<file path="config.mk">
export PLATFORM = sky130hd
export DESIGN_NAME = lexical_token_classifier_unit
export DESIGN_NICKNAME = d
export VERILOG_FILES = /design/src/ltc_pkg.sv /design/src/lexical_token_classifier_unit.sv /design/src/ltc_scanner.sv /design/src/ltc_out_queue.sv
export SDC_FILE = /design/constraint.sdc
export NUM_CORES = 1
export LEC_CHECK = 0
export BUFFER_PORTS_ARGS = -buffer_cell sky130_fd_sc_hd__clkbuf_2
export CELL_PAD_IN_SITES_DETAIL_PLACEMENT = 1
export CELL_PAD_IN_SITES_GLOBAL_PLACEMENT = 2
export CORE_AREA = 2 2 140 142
export DETAILED_ROUTE_END_ITERATION = 8
export DIE_AREA = 0 0 142 144
export PLACE_DENSITY = 0.91
export SLEW_MARGIN = 20
export SYNTH_ARGS = -nofsm -noshare
export SYNTH_HDL_FRONTEND = slang
export SYNTH_HIERARCHICAL = 1
export SYNTH_SLANG_ARGS = --single-unit
</file>
<file path="constraint.sdc">
create_clock -name i_clk -period 9.1 [get_ports i_clk]
set_clock_uncertainty 0.1 [all_clocks]
set_input_delay 1.365 -clock i_clk [delete_from_list [all_inputs] [get_ports i_clk]]
set_output_delay 1.365 -clock i_clk [all_outputs]
set_load 0.02 [all_outputs]
</file>
<file path="src/ltc_pkg.sv">
`default_nettype none

package ltc_pkg;

    typedef enum logic [2:0] {
        S_START,
        S_LT,
        S_GT,
        S_BANG,
        S_EQ,
        S_IDENT,
        S_INT,
        S_FLOAT
    } t_scan_state;

    typedef enum logic [3:0] {
        CL_LE      = 4'd0,
        CL_LT      = 4'd1,
        CL_GE      = 4'd2,
        CL_GT      = 4'd3,
        CL_NE      = 4'd4,
        CL_ASSIGN  = 4'd5,
        CL_EQEQ    = 4'd6,
        CL_IDENT   = 4'd7,
        CL_KEYWORD = 4'd8,
        CL_INT     = 4'd9,
        CL_FLOAT   = 4'd10,
        CL_ARITH   = 4'd11,
        CL_DELIM   = 4'd12,
        CL_SPECIAL = 4'd13
    } t_token_class;

    localparam logic [2:0] KW_VOID  = 3'd0;
    localparam logic [2:0] KW_FLOAT = 3'd1;
    localparam logic [2:0] KW_INT   = 3'd2;
    localparam logic [2:0] KW_IF    = 3'd3;
    localparam logic [2:0] KW_ELSE  = 3'd4;
    localparam logic [2:0] KW_MAIN  = 3'd5;

    localparam logic [7:0] CH_LT    = "<";
    localparam logic [7:0] CH_GT    = ">";
    localparam logic [7:0] CH_BANG  = "!";
    localparam logic [7:0] CH_EQ    = "=";
    localparam logic [7:0] CH_DOT   = ".";
    localparam logic [7:0] CH_SEMI  = ";";
    localparam logic [7:0] CH_PLUS  = "+";
    localparam logic [7:0] CH_MINUS = "-";
    localparam logic [7:0] CH_STAR  = "*";
    localparam logic [7:0] CH_SLASH = "/";
    localparam logic [7:0] CH_SPACE = " ";
    localparam logic [7:0] CH_NL    = 8'h0A;

    // keyword text, first character in the low byte
    localparam logic [39:0] KT_VOID  = 40'({"d", "i", "o", "v"});
    localparam logic [39:0] KT_FLOAT = {"t", "a", "o", "l", "f"};
    localparam logic [39:0] KT_INT   = 40'({"t", "n", "i"});
    localparam logic [39:0] KT_IF    = 40'({"f", "i"});
    localparam logic [39:0] KT_ELSE  = 40'({"e", "s", "l", "e"});
    localparam logic [39:0] KT_MAIN  = 40'({"n", "i", "a", "m"});

    localparam int QUEUE_DEPTH = 4;

    typedef struct packed {
        t_token_class token_class;
        logic [2:0]   keyword_index;
        logic [6:0]   token_length;
        logic [7:0]   token_char;
        logic         length_saturated;
        logic         last_of_run;
    } t_token;

    typedef struct packed {
        logic [1:0] push_count;
        t_token     tok0;
        t_token     tok1;
    } t_scan_out;

    function automatic logic is_letter(input logic [7:0] c);
        logic [7:0] l;
        l = c | 8'h20;
        return !c[7] && (l >= "a") && (l <= "z");
    endfunction

    function automatic logic is_digit(input logic [7:0] c);
        return (c >= "0") && (c <= "9");
    endfunction

    // returns {hit, index}
    function automatic logic [3:0] kw_lookup(input logic [39:0] pfx, input logic [6:0] len);
        logic [3:0] r;
        r = 4'b0;
        if      (len == 7'd4 && pfx == KT_VOID)  r = {1'b1, KW_VOID};
        else if (len == 7'd5 && pfx == KT_FLOAT) r = {1'b1, KW_FLOAT};
        else if (len == 7'd3 && pfx == KT_INT)   r = {1'b1, KW_INT};
        else if (len == 7'd2 && pfx == KT_IF)    r = {1'b1, KW_IF};
        else if (len == 7'd4 && pfx == KT_ELSE)  r = {1'b1, KW_ELSE};
        else if (len == 7'd4 && pfx == KT_MAIN)  r = {1'b1, KW_MAIN};
        return r;
    endfunction

endpackage

`default_nettype wire

</file>
<file path="src/lexical_token_classifier_unit.sv">
`default_nettype none
// Channel  Handshake                 Payload
// input    i_in_valid / o_in_ready    i_char_in, i_end_of_input
// output   o_out_valid / i_out_ready  o_token_class, o_keyword_index, o_token_length,
//                                     o_token_char, o_length_saturated, o_last_of_run
//
// One character is accepted per cycle; the scanner state updates on that edge and its
// zero, one or two tokens enter a 4-entry output queue, visible the next cycle.
// The queue drains one token per cycle; input ready drops while it holds more than two.
// Reset is synchronous and clears the scanner state and the queue.
// A stalled output stops input once the queue holds three tokens.

module lexical_token_classifier_unit
    import ltc_pkg::*;
#(
    parameter int MAX_LEXEME_LENGTH = 99
) (
    input  wire logic       i_clk,
    input  wire logic       i_rst_n,
    input  wire logic       i_in_valid,
    output logic            o_in_ready,
    input  wire logic [7:0] i_char_in,
    input  wire logic       i_end_of_input,
    output logic            o_out_valid,
    input  wire logic       i_out_ready,
    output logic [3:0]      o_token_class,
    output logic [2:0]      o_keyword_index,
    output logic [6:0]      o_token_length,
    output logic [7:0]      o_token_char,
    output logic            o_length_saturated,
    output logic            o_last_of_run
);

    t_scan_out  scan_res;
    t_token     head;
    logic       room2, accept;
    logic [1:0] push_count;

    assign o_in_ready = room2;
    assign accept     = i_in_valid && room2;
    assign push_count = accept ? scan_res.push_count : 2'd0;

    ltc_scanner #(
        .MAX_LEXEME_LENGTH(MAX_LEXEME_LENGTH)
    ) u_scanner (
        .i_clk    (i_clk),
        .i_rst_n  (i_rst_n),
        .i_accept (accept),
        .i_char   (i_char_in),
        .i_eoi    (i_end_of_input),
        .o_res    (scan_res)
    );

    ltc_out_queue u_queue (
        .i_clk        (i_clk),
        .i_rst_n      (i_rst_n),
        .i_push_count (push_count),
        .i_tok0       (scan_res.tok0),
        .i_tok1       (scan_res.tok1),
        .i_pop        (i_out_ready),
        .o_room2      (room2),
        .o_valid      (o_out_valid),
        .o_tok        (head)
    );

    assign o_token_class      = head.token_class;
    assign o_keyword_index    = head.keyword_index;
    assign o_token_length     = head.token_length;
    assign o_token_char       = head.token_char;
    assign o_length_saturated = head.length_saturated;
    assign o_last_of_run      = head.last_of_run;

endmodule

`default_nettype wire

</file>
<file path="src/ltc_scanner.sv">
`default_nettype none

module ltc_scanner
    import ltc_pkg::*;
#(
    parameter int MAX_LEXEME_LENGTH = 99
) (
    input  wire logic       i_clk,
    input  wire logic       i_rst_n,
    input  wire logic       i_accept,
    input  wire logic [7:0] i_char,
    input  wire logic       i_eoi,
    output t_scan_out       o_res
);

    localparam logic [6:0] MaxLen = 7'(MAX_LEXEME_LENGTH);

    t_scan_state r_state, n_state;
    logic [6:0]  r_len, n_len;
    logic [39:0] r_prefix, n_prefix;
    logic        r_ovf, n_ovf;

    logic [6:0]  app_len;
    logic [39:0] app_prefix;
    logic        app_ovf;
    logic [3:0]  kw;
    t_token      tok_a, tok_b, lex_tok;
    logic        a_vld, b_vld, rescan;
    logic        c_letter, c_digit;

    assign c_letter = is_letter(i_char);
    assign c_digit  = is_digit(i_char);

    // lexeme with the current character appended
    always_comb begin
        app_len    = r_len;
        app_prefix = r_prefix;
        app_ovf    = r_ovf;
        if (r_len < MaxLen) begin
            if (r_len < 7'd5) begin
                app_prefix[8*r_len[2:0] +: 8] = i_char;
            end
            app_len = r_len + 7'd1;
        end else begin
            app_ovf = 1'b1;
        end
    end

    // token for the pending lexeme, keyword check only on an ident
    always_comb begin
        kw = kw_lookup(r_prefix, r_len);
        lex_tok = '0;
        lex_tok.token_length     = r_len;
        lex_tok.length_saturated = r_ovf;
        case (r_state)
            S_INT:   lex_tok.token_class = CL_INT;
            S_FLOAT: lex_tok.token_class = CL_FLOAT;
            default: begin
                if (kw[3] && !r_ovf) begin
                    lex_tok.token_class   = CL_KEYWORD;
                    lex_tok.keyword_index = kw[2:0];
                end else begin
                    lex_tok.token_class = CL_IDENT;
                end
            end
        endcase
    end

    always_comb begin
        n_state  = r_state;
        n_len    = r_len;
        n_prefix = r_prefix;
        n_ovf    = r_ovf;
        tok_a    = '0;
        tok_b    = '0;
        a_vld    = 1'b0;
        b_vld    = 1'b0;
        rescan   = 1'b1;

        case (r_state)
            S_LT, S_GT, S_BANG, S_EQ: begin
                n_state = S_START;
                a_vld   = 1'b1;
                if (!i_eoi && i_char == CH_EQ) begin
                    // two-character operator, the '=' is consumed
                    rescan             = 1'b0;
                    tok_a.token_length = 7'd2;
                    case (r_state)
                        S_LT:    tok_a.token_class = CL_LE;
                        S_GT:    tok_a.token_class = CL_GE;
                        S_BANG:  tok_a.token_class = CL_NE;
                        default: tok_a.token_class = CL_EQEQ;
                    endcase
                end else begin
                    tok_a.token_length = 7'd1;
                    case (r_state)
                        S_LT: begin
                            tok_a.token_class = CL_LT;
                            tok_a.token_char  = CH_LT;
                        end
                        S_GT: begin
                            tok_a.token_class = CL_GT;
                            tok_a.token_char  = CH_GT;
                        end
                        S_BANG: begin
                            tok_a.token_class = CL_SPECIAL;
                            tok_a.token_char  = CH_BANG;
                        end
                        default: begin
                            tok_a.token_class = CL_ASSIGN;
                            tok_a.token_char  = CH_EQ;
                        end
                    endcase
                end
            end
            S_IDENT, S_INT, S_FLOAT: begin
                if (!i_eoi && (c_digit
                        || (r_state == S_IDENT && c_letter)
                        || (r_state == S_INT && i_char == CH_DOT))) begin
                    n_len    = app_len;
                    n_prefix = app_prefix;
                    n_ovf    = app_ovf;
                    rescan   = 1'b0;
                    if (r_state == S_INT && i_char == CH_DOT) begin
                        n_state = S_FLOAT;
                    end
                end else begin
                    a_vld    = 1'b1;
                    tok_a    = lex_tok;
                    n_state  = S_START;
                    n_len    = '0;
                    n_prefix = '0;
                    n_ovf    = 1'b0;
                end
            end
            default: begin
                n_state = S_START;
            end
        endcase

        if (i_eoi) begin
            n_state  = S_START;
            n_len    = '0;
            n_prefix = '0;
            n_ovf    = 1'b0;
        end else if (rescan) begin
            n_state = S_START;
            tok_b.token_length = 7'd1;
            tok_b.token_char   = i_char;
            if (i_char == CH_LT) begin
                n_state = S_LT;
            end else if (i_char == CH_GT) begin
                n_state = S_GT;
            end else if (i_char == CH_BANG) begin
                n_state = S_BANG;
            end else if (i_char == CH_EQ) begin
                n_state = S_EQ;
            end else if (c_letter || c_digit) begin
                n_state  = c_letter ? S_IDENT : S_INT;
                n_len    = 7'd1;
                n_prefix = {32'b0, i_char};
                n_ovf    = 1'b0;
            end else if (i_char == CH_PLUS || i_char == CH_MINUS
                    || i_char == CH_STAR || i_char == CH_SLASH) begin
                b_vld             = 1'b1;
                tok_b.token_class = CL_ARITH;
            end else if (i_char == CH_SEMI) begin
                b_vld             = 1'b1;
                tok_b.token_class = CL_DELIM;
            end else if (i_char != CH_SPACE && i_char != CH_NL) begin
                b_vld             = 1'b1;
                tok_b.token_class = CL_SPECIAL;
            end
        end

        if (b_vld) begin
            tok_b.last_of_run = 1'b1;
        end else begin
            tok_a.last_of_run = 1'b1;
        end
    end

    assign o_res.push_count = {1'b0, a_vld} + {1'b0, b_vld};
    assign o_res.tok0       = a_vld ? tok_a : tok_b;
    assign o_res.tok1       = tok_b;

    always_ff @(posedge i_clk) begin
        if (!i_rst_n) begin
            r_state  <= S_START;
            r_len    <= '0;
            r_prefix <= '0;
            r_ovf    <= 1'b0;
        end else if (i_accept) begin
            r_state  <= n_state;
            r_len    <= n_len;
            r_prefix <= n_prefix;
            r_ovf    <= n_ovf;
        end
    end

endmodule

`default_nettype wire

</file>
<file path="src/ltc_out_queue.sv">
`default_nettype none

module ltc_out_queue
    import ltc_pkg::*;
(
    input  wire logic       i_clk,
    input  wire logic       i_rst_n,
    input  wire logic [1:0] i_push_count,
    input  wire t_token     i_tok0,
    input  wire t_token     i_tok1,
    input  wire logic       i_pop,
    output logic            o_room2,
    output logic            o_valid,
    output t_token          o_tok
);

    localparam int PW = $clog2(QUEUE_DEPTH);
    localparam int CW = $clog2(QUEUE_DEPTH + 1);

    t_token          r_mem [QUEUE_DEPTH];
    logic [PW-1:0]   r_wr, n_wr, r_rd, n_rd, wr1;
    logic [CW-1:0]   r_cnt, n_cnt;
    logic            pop;

    assign pop     = i_pop && (r_cnt != '0);
    assign wr1     = r_wr + PW'(1);
    assign o_valid = (r_cnt != '0);
    assign o_tok   = r_mem[r_rd];
    // hold off input unless two more tokens fit
    assign o_room2 = (r_cnt <= CW'(QUEUE_DEPTH - 2));

    always_comb begin
        n_wr  = r_wr + PW'(i_push_count);
        n_rd  = pop ? r_rd + PW'(1) : r_rd;
        n_cnt = r_cnt + CW'(i_push_count) - CW'(pop);
    end

    always_ff @(posedge i_clk) begin
        if (!i_rst_n) begin
            r_wr  <= '0;
            r_rd  <= '0;
            r_cnt <= '0;
        end else begin
            r_wr  <= n_wr;
            r_rd  <= n_rd;
            r_cnt <= n_cnt;
        end
    end

    always_ff @(posedge i_clk) begin
        if (i_push_count != 2'd0) begin
            r_mem[r_wr] <= i_tok0;
        end
        if (i_push_count == 2'd2) begin
            r_mem[wr1] <= i_tok1;
        end
    end

    a_cnt_bound: assert property (@(posedge i_clk) disable iff (!i_rst_n)
        r_cnt <= CW'(QUEUE_DEPTH))
        else $error("output queue count exceeds depth");

    a_no_overrun: assert property (@(posedge i_clk) disable iff (!i_rst_n)
        (i_push_count != 2'd0) |-> o_room2)
        else $error("push into queue without room");

    a_ptr_track: assert property (@(posedge i_clk) disable iff (!i_rst_n)
        (r_cnt == '0) |-> (r_wr == r_rd))
        else $error("empty queue with unequal pointers");

    a_cnt_step: assert property (@(posedge i_clk) disable iff (!i_rst_n)
        $past(i_rst_n) |-> r_cnt == $past(r_cnt) + CW'($past(i_push_count)) - CW'($past(pop)))
        else $error("queue count out of step");

endmodule

`default_nettype wire
</file>
Word-level counts from Yosys, hierarchy flattened
Memory sizes are Yosys's and may differ from the RTL's. A register that Yosys moved wholly into a read port is not among the register bits. Index checks and enable logic that the tools add are counted.

Bits in registers: 58. Latch bits: 0. RAM bits: 96. Bits in read-only memories: 0. Output and inout port bits: 26. Memories kept: 1.

Add/sub/neg operators: 8. $mul: 0. Div/mod/pow operators: 0. Order comparisons: 7. Eq/ne operators: 31. Shift-type cells: 2. Muxes and demuxes: 100. Bitwise operators: 0. Reductions and logical operators: 32.

Memories: u_queue.r_mem (words 4, bits a word 24, rd ports 1, clocked after memory_dff 1, wr ports 2, line ltc_out_queue.sv:20) `t_token r_mem [QUEUE_DEPTH];`.

Operators by type and width (number): 40-bit two-way mux (11); 40-bit by 31-bit equality test with 1-bit output (second input constant) (3); 8-bit by 6-bit equality test with 1-bit output (second input constant) (10); 4-bit two-way mux (18); 7-bit two-way mux (10); 24-bit two-way mux (2); 40-bit bitwise mux (1); 40-bit by 15-bit equality test with 1-bit output (second input constant) (1); 40-bit by 23-bit equality test with 1-bit output (second input constant) (1); 40-bit by 39-bit equality test with 1-bit output (second input constant) (1); 8-bit by 34-bit variable shift with 40-bit output (first input constant) (1); 8-bit by 34-bit variable part select with 40-bit output (1); 3-bit two-way mux (13); 6-bit negator with 34-bit output (1); 15-bit case mux with 2 select lines (1); 1-bit two-way mux (28); 1-bit logical AND (17); 4-bit case mux with 2 select lines (2); 15-bit two-way mux (1); 5-bit case mux with 3 select lines (1); 7-bit by 2-bit equality test with 1-bit output (second input constant) (2); 7-bit by 3-bit equality test with 1-bit output (second input constant) (2); 3-bit equality test (second input constant) (4); 2-bit two-way mux (6); other kinds (32) (42).

Logic depth before layout (Yosys ltp)
Gate-level depths: netlist (run 1).

Depth after elaboration: 17. Mapped depth: 16. Mapped depth without buffers: 14.

Cells and area by module
Netlist (run 1), hierarchy kept.

By module, submodules not included: ltc_out_queue (times used 1, cells an instance 285, area an instance 5238.8 µm²); ltc_scanner (times used 1, cells an instance 421, area an instance 3518.4 µm²); lexical_token_classifier_unit (times used 1, cells an instance 3, area an instance 18.8 µm²).

Worst setup path before layout (run 1)
OpenSTA, ideal clock, no wires.

Path kind: input -> register. Start point: in i_char_in[0]. End point: mem u_queue/r_mem[0][0] (netlist name), enable pin. Library setup time: 0.442 ns. Arrival time: 5.353 ns. Required time: 8.558 ns. Path slack: 3.205 ns. Stages: 12. Buffers on the path: 3. Cells stage by stage: buf_4 -> and3b_1 -> and4_1 -> o21ai_1 -> a221oi_4 -> nor2_1 -> ha_1 -> buf_4 -> and3_1 -> buf_4 -> nor2_1 -> o31ai_1.

RTL lines: start: declaration (line lexical_token_classifier_unit.sv:22) `input wire logic [7:0] i_char_in,`; end: declaration (line ltc_out_queue.sv:20).

==> reports/results.tsv, run 1 <==
stage	metric	value	unit
run_status	result_of_the_run	completed	
timing	final-max-slew-violation-count	0	
pwr	p_sw	569	uW
timing	final-hold-violation-count	0	
global_route	grt_antenna_before_repair	0	
clock_tree	cts_root_buffer	sky130_fd_sc_hd__clkbuf_16	
finish	stdcell_area	9620	sq um
hold_path	hold_path_depth	1	
setup_path	crit_path_max_fanout	25	
finish	utilization	0.504	
timing	fin_setup_tns	0	ns
setup_path	critical-path-top-delay-family	simple AND/OR/NAND/NOR gates	
synth	synth_seq_cells	156	
clock_tree	clkTransAtPathRegs	0.06	ns
global_route	overflow	0	
setup_path	crit_path_cell_trace	clkbuf_2 -> and3b_1 -> and4_1 -> o21ai_1 -> a221oi_4 -> nor2_1 -> ha_1 -> and3_1 -> nand4b_4 -> o31ai_4 -> buf_4	
global_route	grt_first_pass_wirelength	36500	microns
route	post_drt_via_cell_ratio	6.13	
setup_path	startpoint_type	input pin	
pwr	switching_share	0.294	
setup_path	slowest_stage	sky130_fd_sc_hd__nand4b_4	
timing	rsz0062_at_grt	false	
route	detail_route.first_pass.iterations	5	
clock_tree	cts_hold_repair.buffers	0	
synth	ys_dominant_reg_cell	sky130_fd_sc_hd__edfxtp_1	
setup_path	crit_cells	11	
global_route	pin_count_of_the_biggest_net_entering_global_routing	26	
global_route	track_usage	0.237	
route	detail-route-antenna-nets	0	
route	remaining_drc_errors	0	
timing	setup_violations	0	
place	numPortBuffers	38	
timing	final.period_utilization	0.582	
global_route	via_count_of_the_first_global_routing_pass	6339	
floorplan	die-height	144	microns
pwr	power.internal	1.37	mW
setup_path	critical_path_required	9.09	ns
clock_tree	clockBufferDepth	2	
setup_path	timing.critical_path.arrival	5.29	ns
finish	final_nets	753	
synth	syn_area	8780	sq um
floorplan	fp.coreArea	19100	sq um
pwr	worst_ir_drop_vdd	0.135	mV
finish	flow.area_growth_from_synthesis	9.61	%
setup_path	worstSetupEndpointType	register	
route	routed_wl	23700	microns
clock_tree	tritoncts_clock_tree	built	
place	dpl_cell_area	9030	sq um
timing	relative_slew_slack	0.389	
timing	timing.fmax	189	MHz
timing	finalHoldWorstSlack	0.371	ns
synth	synth-edff-count	96	
finish	post_route_cells_drive_above_1_share	0.312	
route	wl_per_cell	24.3	microns
setup_path	r2r_cells	10	
clock_tree	ctsResizeCount	0	
clock_tree	numClockSinks	156	
synth	fraction_of_registers_with_async_set_reset	0	
clock_tree	post-cts-setup-buffer-count	0	
finish	antennaDiodeCount	0	
hold_path	min_path_type	register to register	
clock_tree	cts.htree.levels	4	
floorplan	horiz_die_dim	142	microns
synth	post_synth_inst_count	709	
pwr	cellLeakagePower	3.56	nW
floorplan	start_util	0.460	
floorplan	top_level_ports	39	
timing	tightestPinTransition	0.917	ns
job	timing.max_cap.violations	0	
place	place_hpwl	16100	microns
setup_path	cp_slowest_stage_delay	0.62	ns
timing	timing.final.crit_period	5.30	ns
synth	synth_sequential_area_ratio	0.465	
floorplan	die_area	20400	sq um
synth	synthesis.area_per_instance	12.4	sq um
pwr	sequentialPowerShare	0.430	
synth	post_synth_num_cell_types	85	
setup_path	critical_path_class	input pin to register	
pwr	power.density_cell_area	201	nW/um^2
route	total_via_count_in_the_routed_design	6005	
clock_tree	clk_latency	0.43	ns
floorplan	row_count	51	
pwr	clk_network_pwr_share	0.372	
synth	yosysWarningCount	6	
place	finalWeightedCongestion	0.888	
clock_tree	tritoncts.num_buffers	17	
pwr	power_frac_comb	0.198	
setup_path	worstPathBufferInverterCount	2	
route	drt_iter0_drc	466	
-- synth_stat cells, types with 5 or more instances --
cell / instances / area share
sky130_fd_sc_hd__buf_2: 10 / 0.0057
sky130_fd_sc_hd__nor2_1: 36 / 0.015
sky130_fd_sc_hd__edfxtp_1: 96 / 0.33
sky130_fd_sc_hd__o21ai_0: 20 / 0.011
sky130_fd_sc_hd__a31oi_1: 8 / 0.0057
sky130_fd_sc_hd__a21oi_1: 15 / 0.0086
sky130_fd_sc_hd__mux2i_1: 5 / 0.0057
sky130_fd_sc_hd__buf_4: 17 / 0.015
sky130_fd_sc_hd__ha_1: 10 / 0.014
sky130_fd_sc_hd__mux2_2: 84 / 0.11
sky130_fd_sc_hd__nand3_1: 13 / 0.0074
sky130_fd_sc_hd__dfxtp_1: 60 / 0.14
sky130_fd_sc_hd__a22o_1: 35 / 0.035
sky130_fd_sc_hd__and4_1: 6 / 0.0060
sky130_fd_sc_hd__nand4_1: 5 / 0.0036
sky130_fd_sc_hd__a21o_1: 8 / 0.0068
sky130_fd_sc_hd__mux4_2: 24 / 0.062
sky130_fd_sc_hd__and2_1: 22 / 0.016
sky130_fd_sc_hd__mux2_4: 10 / 0.017
sky130_fd_sc_hd__or3_1: 5 / 0.0036
sky130_fd_sc_hd__and3_1: 7 / 0.0050
sky130_fd_sc_hd__nor2b_1: 16 / 0.011
sky130_fd_sc_hd__nand2_1: 27 / 0.012
sky130_fd_sc_hd__clkbuf_1: 15 / 0.0064
sky130_fd_sc_hd__o21ai_4: 5 / 0.0093
sky130_fd_sc_hd__inv_1: 16 / 0.0068
sky130_fd_sc_hd__nor3_1: 17 / 0.0097
sky130_fd_sc_hd__buf_6: 7 / 0.0090
sky130_fd_sc_hd__nor4_1: 11 / 0.0078
-- logic make-up after synthesis --
family | synth area share
and+or+nand+nor | 0.151
DFF | 0.465
AOI/OAI and AO/OA | 0.117
muxes | 0.195
buffers and inverters | 0.0465
adders and majority gates | 0.0165
xor gates and xnor gates | 0.00813
other | 0.000427
-- power by group through the flow --
stage	Sequential (mW)	Clock (mW)	Combinational, mW
after floorplan	0.814	0	0.310
after global placement	0.845	0	0.369
after detailed placement	0.849	0	0.383
after CTS	0.835	0.727	0.388
after global routing	0.839	0.755	0.415
final	0.832	0.721	0.384
-- worst paths after layout --
check,slack (ns),to,startpoint
worst max register to register,4.43,u_queue/r_mem[0][5],u_scanner/r_state[1]
worst max-delay path,3.80,u_queue/r_mem[0][5],i_char_in[0]
worst min-delay path,0.37,u_scanner/r_prefix[15],u_scanner/r_prefix[15]
worst min register to register,0.37,u_scanner/r_prefix[15],u_scanner/r_prefix[15]
-- stage by stage --
stage / setup slack [ns] / cells / power [mW]
finish: 3.80 / 979 / 1.94
global route: 3.62 / 979 / 2.01
CTS: 3.86 / 979 / 1.95
detailed placement: 3.41 / 948 / 1.23
global placement: 3.60 / 948 / 1.21
floorplan: 3.21 / 718 / 1.12
-- layout make-up --
class	instances	area [sq um]
clock buffer	17	425
clock inverter	14	163
fill	1963	9460
inverter	16	60.1
multi-input combinational	492	4340
sequential	156	4090
tap	238	298
timing repair buffer	46	250
-- cells in the final DEF, fill, tap and decap left out, drive strengths merged, types with 4 or more instances in the layout --
cell,n
edfxtp,96
mux2,96
dfxtp,60
clkbuf,55
nor2,38
a22o,35
o21ai,29
nand2,27
mux4,24
and2,22
inv,22
nor3,20
a21oi,16
nor2b,16
nand3,13
nor4,13
ha,10
conb,10
a31oi,9
buf,8
a21o,8
and3,7
and4,6
nand4,6
mux2i,5
or3,5
nand4b,5
o21a,5
nand2b,4
and4b,4
nor4bb,4
nor4b,4
-- sequential cells by signal, summed over array words and instances (netlist names), named ones only --
signal / count
u_queue/r_mem: 96
u_scanner/r_prefix: 40
u_scanner/r_len: 7
u_queue/r_cnt: 3
u_scanner/r_state: 3
u_queue/r_rd: 2
u_queue/r_wr: 2
u_scanner/r_ovf: 1
-- layer usage --
layer	global-route usage	wire [microns]	vias to the layer above
li1	-	-	2761
met5	0	0	-
met4	0.0674	410	0
met1	0.301	10500	3081
met2	0.415	12000	133
met3	0.0427	850	30
Note: power is estimated with default switching activity, not from simulation.
==> inputs of run 2 (changes only) <==
Settings changed: ABC_AREA set to 1, CORE_AREA 2 2 140 142 to 2 2 169 171, DIE_AREA 0 0 142 144 to 0 0 171 173, PLACE_DENSITY 0.91 to 0.85.
Clock period 9.1 ns to 5.5 ns, I/O delays scaled along.
==> reports/results.tsv, run 2 <==
stage	metric	value	unit
run_status	result_of_the_run	completed	
place	finalWeightedCongestion	0.903	
synth	most_numerous_cell_in_the_yosys_netlist	sky130_fd_sc_hd__nand2_1	
synth	synth_seq_cells	156	
timing	setup_violations	0	
synth	yosysWarningCount	6	
setup_path	critical_path_required	5.48	ns
setup_path	critical_path_class	register to register	
synth	synth_top_area_frac	0.291	
synth	fraction_of_registers_with_async_set_reset	0	
pwr	power.total	3.99	mW
global_route	pin_count_of_the_biggest_net_entering_global_routing	50	
global_route	grt_first_pass_wirelength	53600	microns
clock_tree	numClockSinks	156	
synth	syn_area	9900	sq um
finish	post_route_cells_drive_above_1_share	0.107	
place	place_hpwl	23400	microns
global_route	via_count_of_the_first_global_routing_pass	9483	
pwr	worst_ir_drop_vdd	0.173	mV
pwr	switching_share	0.388	
place	numPortBuffers	38	
synth	netlist.top_cell.by_area	sky130_fd_sc_hd__edfxtp_1	
pwr	power_frac_comb	0.325	
finish	antennaDiodeCount	0	
finish	fillers	3510	
clock_tree	cts.htree.levels	4	
pwr	p_sw	1.55	mW
timing	final-hold-violation-count	0	
finish	largest_registers	u_queue/r_mem x96, u_scanner/r_prefix x40, u_scanner/r_len x7	
synth	post_synth_num_cell_types	40	
synth	synthTopCellsByArea	sky130_fd_sc_hd__edfxtp_1 29%, sky130_fd_sc_hd__nand2_1 15%, sky130_fd_sc_hd__dfxtp_1 12%	
hold_path	hold_end	u_scanner/r_prefix[18]	
global_route	track_usage	0.231	
clock_tree	clockBufferDepth	2	
hold_path	hold_path_depth	2	
floorplan	row_count	61	
finish	regMostFlops	u_queue/r_mem	
clock_tree	cts_hold_repair.buffers	0	
hold_path	min_path_type	register to register	
setup_path	worstSetupEndpointType	register	
timing	timing.fmax	227	MHz
route	post_drt_via_cell_ratio	5.28	
finish	flow.area_growth_from_synthesis	10.4	%
route	total_via_count_in_the_routed_design	9418	
setup_path	slowest_stage	sky130_fd_sc_hd__nor3_1	
hold_path	hold_path_startpoint	u_scanner/r_prefix[18]	
floorplan	start_util	0.358	
setup_path	crit_path_cell_trace	inv_1 -> nor3_1 -> nand3_1 -> nand2_2 -> nand2_4 -> nand2_8 -> nand2_4 -> nand2_1 -> nor2_2 -> ha_1 -> inv_1 -> nor2_1 -> nor2_1 -> o31ai_4 -> buf_4	
synth	synth_sequential_area_ratio	0.413	
timing	final.period_utilization	0.800	
setup_path	worst_r2r_startpoint	u_scanner/r_state[2]	
timing	relative_slew_slack	0.331	
route	drt_iter0_drc	566	
floorplan	die-height	173	microns
route	detail-route-antenna-nets	0	
floorplan	top_level_ports	39	
place	placement.setup.worst_slack	0.827	ns
route	wl_per_cell	19.0	microns
timing	minimum_setup_slack_in_the_final_design	1.10	ns
pwr	sequentialPowerShare	0.365	
floorplan	horiz_die_dim	171	microns
finish	layout.cells.most_common_list	386 x sky130_fd_sc_hd__nand2_1, 161 x sky130_fd_sc_hd__o21ai_0, 139 x sky130_fd_sc_hd__nor2_1	
timing	tightestPinTransition	0.997	ns
floorplan	die_area	29600	sq um
synth	synth_common_cells	386 x sky130_fd_sc_hd__nand2_1, 161 x sky130_fd_sc_hd__o21ai_0, 140 x sky130_fd_sc_hd__nor2_1, 114 x sky130_fd_sc_hd__inv_1, 96 x sky130_fd_sc_hd__edfxtp_1	
setup_path	rr_endpoint	u_queue/r_mem[0][1]	
synth	synth-edff-count	96	
finish	finalNonFillerCells	1784	
route	remaining_drc_errors	0	
finish	final_nets	1417	
pwr	power.density_cell_area	365	nW/um^2
setup_path	cp_slowest_stage_delay	0.58	ns
clock_tree	ctsResizeCount	0	
clock_tree	post-cts-setup-buffer-count	0	
timing	final-max-slew-violation-count	0	
job	timing.max_cap.violations	0	
clock_tree	clk_latency	0.43	ns
floorplan	fp.coreArea	27600	sq um
finish	number_of_flip_flops_in_the_largest_register	96	
setup_path	startpoint_type	register	
pwr	power.internal	2.44	mW
place	numPlacedInstances	1752	
synth	synthesis.area_per_instance	7.12	sq um
setup_path	timing.critical_path.arrival	4.38	ns
synth	ys_dominant_reg_cell	sky130_fd_sc_hd__edfxtp_1	
setup_path	rrSetupSlack	1.10	ns
timing	fin_setup_tns	0	ns
setup_path	r2r_cells	15	
synth	post_synth_inst_count	1391	
pwr	cellLeakagePower	4.04	nW
clock_tree	cts_root_buffer	sky130_fd_sc_hd__clkbuf_16	
global_route	overflow	0	
setup_path	crit_path_max_fanout	24	
timing	timing.final.crit_period	4.40	ns
finish	most_common_cell_after_layout_fill_and_taps_aside	sky130_fd_sc_hd__nand2_1	
timing	rsz0062_at_grt	false	
clock_tree	tritoncts.num_buffers	17	
global_route	grt_antenna_before_repair	0	
pwr	clk_network_pwr_share	0.311	
route	routed_wl	33900	microns
clock_tree	clkTransAtPathRegs	0.07	ns
route	detail_route.first_pass.iterations	5	
clock_tree	tritoncts_clock_tree	built	
-- run 2: cell count changes after synthesis, moves of 22 or more --
cell | previous run | this run
sky130_fd_sc_hd__mux4_2 | 24 | 0
sky130_fd_sc_hd__nand2_1 | 27 | 386
sky130_fd_sc_hd__inv_1 | 16 | 114
sky130_fd_sc_hd__nor2_1 | 36 | 140
sky130_fd_sc_hd__o21ai_0 | 20 | 161
sky130_fd_sc_hd__a21oi_1 | 15 | 64
sky130_fd_sc_hd__and2_1 | 22 | 0
sky130_fd_sc_hd__mux2_2 | 84 | 0
sky130_fd_sc_hd__a22o_1 | 35 | 0
sky130_fd_sc_hd__nand3_1 | 13 | 74
sky130_fd_sc_hd__o22ai_1 | 2 | 25
sky130_fd_sc_hd__o21ai_1 | 2 | 35
-- run 2: how the worst max path moves through the flow --
stage	startpoint	slack [ns]	to	cells past startpoint
2_1_floorplan	i_char_in[6]	0.03	u_queue/r_mem[0][0]	17
3_3_place_gp	i_char_in[6]	0.93	u_queue/r_mem[3][4]	17
3_5_place_dp	i_char_in[7]	0.83	u_queue/r_mem[0][6]	19
4_1_cts	u_scanner/r_state[2]	1.11	u_queue/r_mem[1][23]	15
5_1_grt	u_scanner/r_state[2]	0.80	u_queue/r_mem[0][1]	15
6_report	u_scanner/r_state[2]	1.10	u_queue/r_mem[0][1]	15
-- run 2: worst max-delay path: cells and delay by family, from the launching register on --
kind | cells | cell delay (ns)
flip-flops | 1 | 0.50
adder cells (fa/ha/maj) | 1 | 0.36
AND/OR/NAND/NOR | 10 | 2.26
buffers and inverters | 3 | 0.56
AO/OA/AOI/OAI | 1 | 0.23
-- run 2: power by group through the flow --
stage / logic (mW) / registers [mW] / clock network (mW)
floorplan: 0.890 / 1.47 / 0
global placement: 1.26 / 1.47 / 0
detailed placement: 1.30 / 1.48 / 0
CTS: 1.31 / 1.45 / 1.26
global route: 1.44 / 1.47 / 1.30
finish: 1.30 / 1.46 / 1.24
-- run 2: cells by family (layout without fill, tap and decap cells) --
group / Yosys count / in the layout / share of synthesized area
and+or+nand+nor: 689 / 689 / 0.296
buffers and inverters: 209 / 215 / 0.0954
other: 1 / 10 / 0.000379
adders and majority gates: 11 / 11 / 0.0147
xor gates and xnor gates: 5 / 5 / 0.00442
DFF: 156 / 156 / 0.413
AOI/OAI and AO/OA: 320 / 320 / 0.176
-- run 2: per-layer routing --
layer / vias to the layer above / routed length, microns / share of wire / track usage
met5: - / 0 / 0 / 0
met4: 0 / 658 / 0.019 / 0.0671
met3: 36 / 959 / 0.028 / 0.0245
met1: 4579 / 15400 / 0.45 / 0.301
met2: 173 / 16900 / 0.50 / 0.403
li1: 4630 / - / - / -
-- run 2: area by class of cell --
class	instances	area, sq um	share of cell area
repair buffers	58	340	0.0311
multi-input cells	1035	4970	0.454
inverters	125	469	0.0429
flip-flops and latches	156	4080	0.374
clock buffers	18	429	0.0393
clock inverters	14	170	0.0156
well taps	378	473	0.0433
-- run 2: metrics by stage --
step,hold WS [ns],util,instance area [sq um]
5_1_grt,0.407,0.396,10900
3_3_place_gp,0.355,0.374,10300
6_report,0.373,0.396,10900
2_1_floorplan,0.345,-,9930
4_1_cts,0.375,0.396,10900
3_5_place_dp,0.364,0.374,10300
==> inputs of run 3 (changes only) <==
Settings changed: CORE_AREA 2 2 169 171 to 2 2 177 179, DIE_AREA 0 0 171 173 to 0 0 179 181, PLACE_DENSITY 0.85 to 0.82.
Clock period 5.5 ns to 3.65 ns, I/O delays scaled along.
==> reports/results.tsv, run 3 (same netlist as run 2, synthesis figures left out) <==
stage	metric	value	unit
place	placement.setup.worst_slack	0.0233	ns
place	numPortBuffers	38	
timing	setup_violations	0	
timing	final-max-slew-violation-count	0	
timing	final.period_utilization	0.897	
pwr	p_sw	2.37	mW
floorplan	start_util	0.326	
clock_tree	numClockSinks	156	
route	wl_per_cell	18.1	microns
setup_path	r2r_cells	21	
finish	layout.cells.most_common_list	384 x sky130_fd_sc_hd__nand2_1, 161 x sky130_fd_sc_hd__o21ai_0, 136 x sky130_fd_sc_hd__nor2_1	
pwr	power_frac_comb	0.338	
route	drt_iter0_drc	475	
place	place_hpwl	23600	microns
timing	relative_slew_slack	0.414	
route	routed_wl	33300	microns
hold_path	hold_path_depth	3	
timing	timing.fmax	305	MHz
timing	tightestPinTransition	0.878	ns
clock_tree	clockBufferDepth	2	
finish	most_common_cell_after_layout_fill_and_taps_aside	sky130_fd_sc_hd__nand2_1	
timing	rsz0062_at_grt	false	
route	detail_route.first_pass.iterations	5	
clock_tree	post-cts-setup-buffer-count	0	
pwr	worst_ir_drop_vdd	0.256	mV
setup_path	critical_path_required	3.88	ns
hold_path	min_path_type	input pin to register	
finish	flow.area_growth_from_synthesis	14.3	%
setup_path	rrSetupSlack	0.38	ns
setup_path	timing.critical_path.arrival	3.51	ns
route	total_via_count_in_the_routed_design	9430	
clock_tree	ctsResizeCount	0	
clock_tree	cts_root_buffer	sky130_fd_sc_hd__clkbuf_16	
global_route	busiest_layer	met2	
pwr	power.density_cell_area	530	nW/um^2
setup_path	critical_path_class	register to register	
place	finalWeightedCongestion	0.858	
global_route	grt.met1_usage	0.268	
finish	regMostFlops	u_queue/r_mem	
floorplan	horiz_die_dim	179	microns
floorplan	row_count	64	
setup_path	worstSetupEndpointType	register	
job	timing.max_cap.violations	0	
timing	fin_setup_tns	0	ns
global_route	global_route.usage.met2	0.378	
pwr	power.internal	3.63	mW
clock_tree	tritoncts_clock_tree	built	
timing	minimum_setup_slack_in_the_final_design	0.376	ns
setup_path	startpoint_type	register	
global_route	groute.layer.met3.usage	0.0293	
floorplan	fp.coreArea	30300	sq um
timing	final-hold-violation-count	0	
global_route	grt_antenna_before_repair	0	
timing	timing.final.crit_period	3.27	ns
route	remaining_drc_errors	0	
pwr	switching_share	0.395	
clock_tree	clkTransAtPathRegs	0.07	ns
pwr	cellLeakagePower	4.24	nW
route	detail-route-antenna-nets	0	
global_route	track_usage	0.213	
finish	antennaDiodeCount	0	
finish	post_route_cells_drive_above_1_share	0.134	
pwr	clk_network_pwr_share	0.298	
clock_tree	cts_hold_repair.buffers	0	
finish	largest_registers	u_queue/r_mem x96, u_scanner/r_prefix x40, u_scanner/r_len x7	
finish	finalNonFillerCells	1838	
floorplan	top_level_ports	39	
finish	number_of_flip_flops_in_the_largest_register	96	
place	numPlacedInstances	1806	
floorplan	die_area	32400	sq um
finish	final_nets	1453	
clock_tree	tritoncts.num_buffers	17	
global_route	overflow	0	
finish	utilization	0.373	
clock_tree	cts.htree.levels	4	
global_route	via_count_of_the_first_global_routing_pass	9667	
route	post_drt_via_cell_ratio	5.13	
setup_path	crit_path_max_fanout	7	
pwr	sequentialPowerShare	0.364	
run_status	result_of_the_run	completed	
global_route	pin_count_of_the_biggest_net_entering_global_routing	50	
global_route	grt_first_pass_wirelength	53700	microns
clock_tree	clk_latency	0.44	ns
floorplan	die-height	181	microns
-- run 3: changes by cell type in the layout (fill, tap and decap cells not counted), sizes merged --
cell	change
buf	+36
bufinv	-2
clkbuf	-1
clkinv	+6
clkinvlp	-4
inv	+1
-- run 3: area by class of cell --
type / instances / area [sq um]
repair buffers: 94 / 661
clock buffers: 17 / 425
well taps: 396 / 495
inverters: 125 / 469
flip-flops and latches: 156 / 4080
multi-input cells: 1035 / 5010
fillers: 3813 / 19000
clock inverters: 15 / 168
-- run 3: per-layer routing --
| metal | vias to the layer above | share of wire | wire, microns |
|---|---|---|---|
| met5 | - | 0 | 0 |
| met4 | 0 | 0.017 | 567 |
| met3 | 35 | 0.023 | 767 |
| met2 | 103 | 0.51 | 16900 |
| met1 | 4583 | 0.45 | 15000 |
| li1 | 4709 | - | - |
-- run 3: critical path, cell delays in order (launching register included) --
cell and delay (ns):
sky130_fd_sc_hd__dfxtp_1 0.37, sky130_fd_sc_hd__nor2_1 0.20, sky130_fd_sc_hd__nand2_1 0.10, sky130_fd_sc_hd__inv_1 0.08
sky130_fd_sc_hd__nor2_2 0.06, sky130_fd_sc_hd__inv_1 0.11, sky130_fd_sc_hd__nand2_1 0.10, sky130_fd_sc_hd__inv_1 0.10
sky130_fd_sc_hd__a21oi_2 0.05, sky130_fd_sc_hd__nand2_4 0.07, sky130_fd_sc_hd__nand2_4 0.04, sky130_fd_sc_hd__nor2_2 0.19
sky130_fd_sc_hd__ha_4 0.16, sky130_fd_sc_hd__inv_1 0.04, sky130_fd_sc_hd__nor2_2 0.12, sky130_fd_sc_hd__inv_2 0.05
sky130_fd_sc_hd__ha_1 0.27, sky130_fd_sc_hd__inv_1 0.05, sky130_fd_sc_hd__fa_1 0.42, sky130_fd_sc_hd__or2_2 0.30
sky130_fd_sc_hd__a21oi_1 0.13, sky130_fd_sc_hd__nor2_1 0.05
-- run 3: path summary, 6_finish.rpt --
path / from / endpoint
max reg2reg: u_scanner/r_state[1] / u_queue/r_cnt[2]
max: u_scanner/r_state[1] / u_queue/r_cnt[2]
min: i_out_ready / u_queue/r_rd[0]
min reg2reg: u_scanner/r_prefix[22] / u_scanner/r_prefix[22]
-- run 3: through the flow --
stage                     hold WS [ns]  power [mW]  instance area [sq um]
after detailed placement         0.360        4.28                  10700
after global routing             0.317        6.38                  11300
final                            0.302        6.00                  11300
after floorplan                  0.345        3.60                  10000
after global placement           0.355        4.22                  10700
after CTS                        0.296        6.09                  11300
-- run 3: power groups by stage --
stage	clock, mW	sequential, mW	combinational [mW]
6_report	1.79	2.19	2.03
5_1_grt	1.90	2.20	2.28
4_1_cts	1.84	2.19	2.06
3_5_place_dp	0	2.22	2.05
3_3_place_gp	0	2.22	2.00
2_1_floorplan	0	2.21	1.39
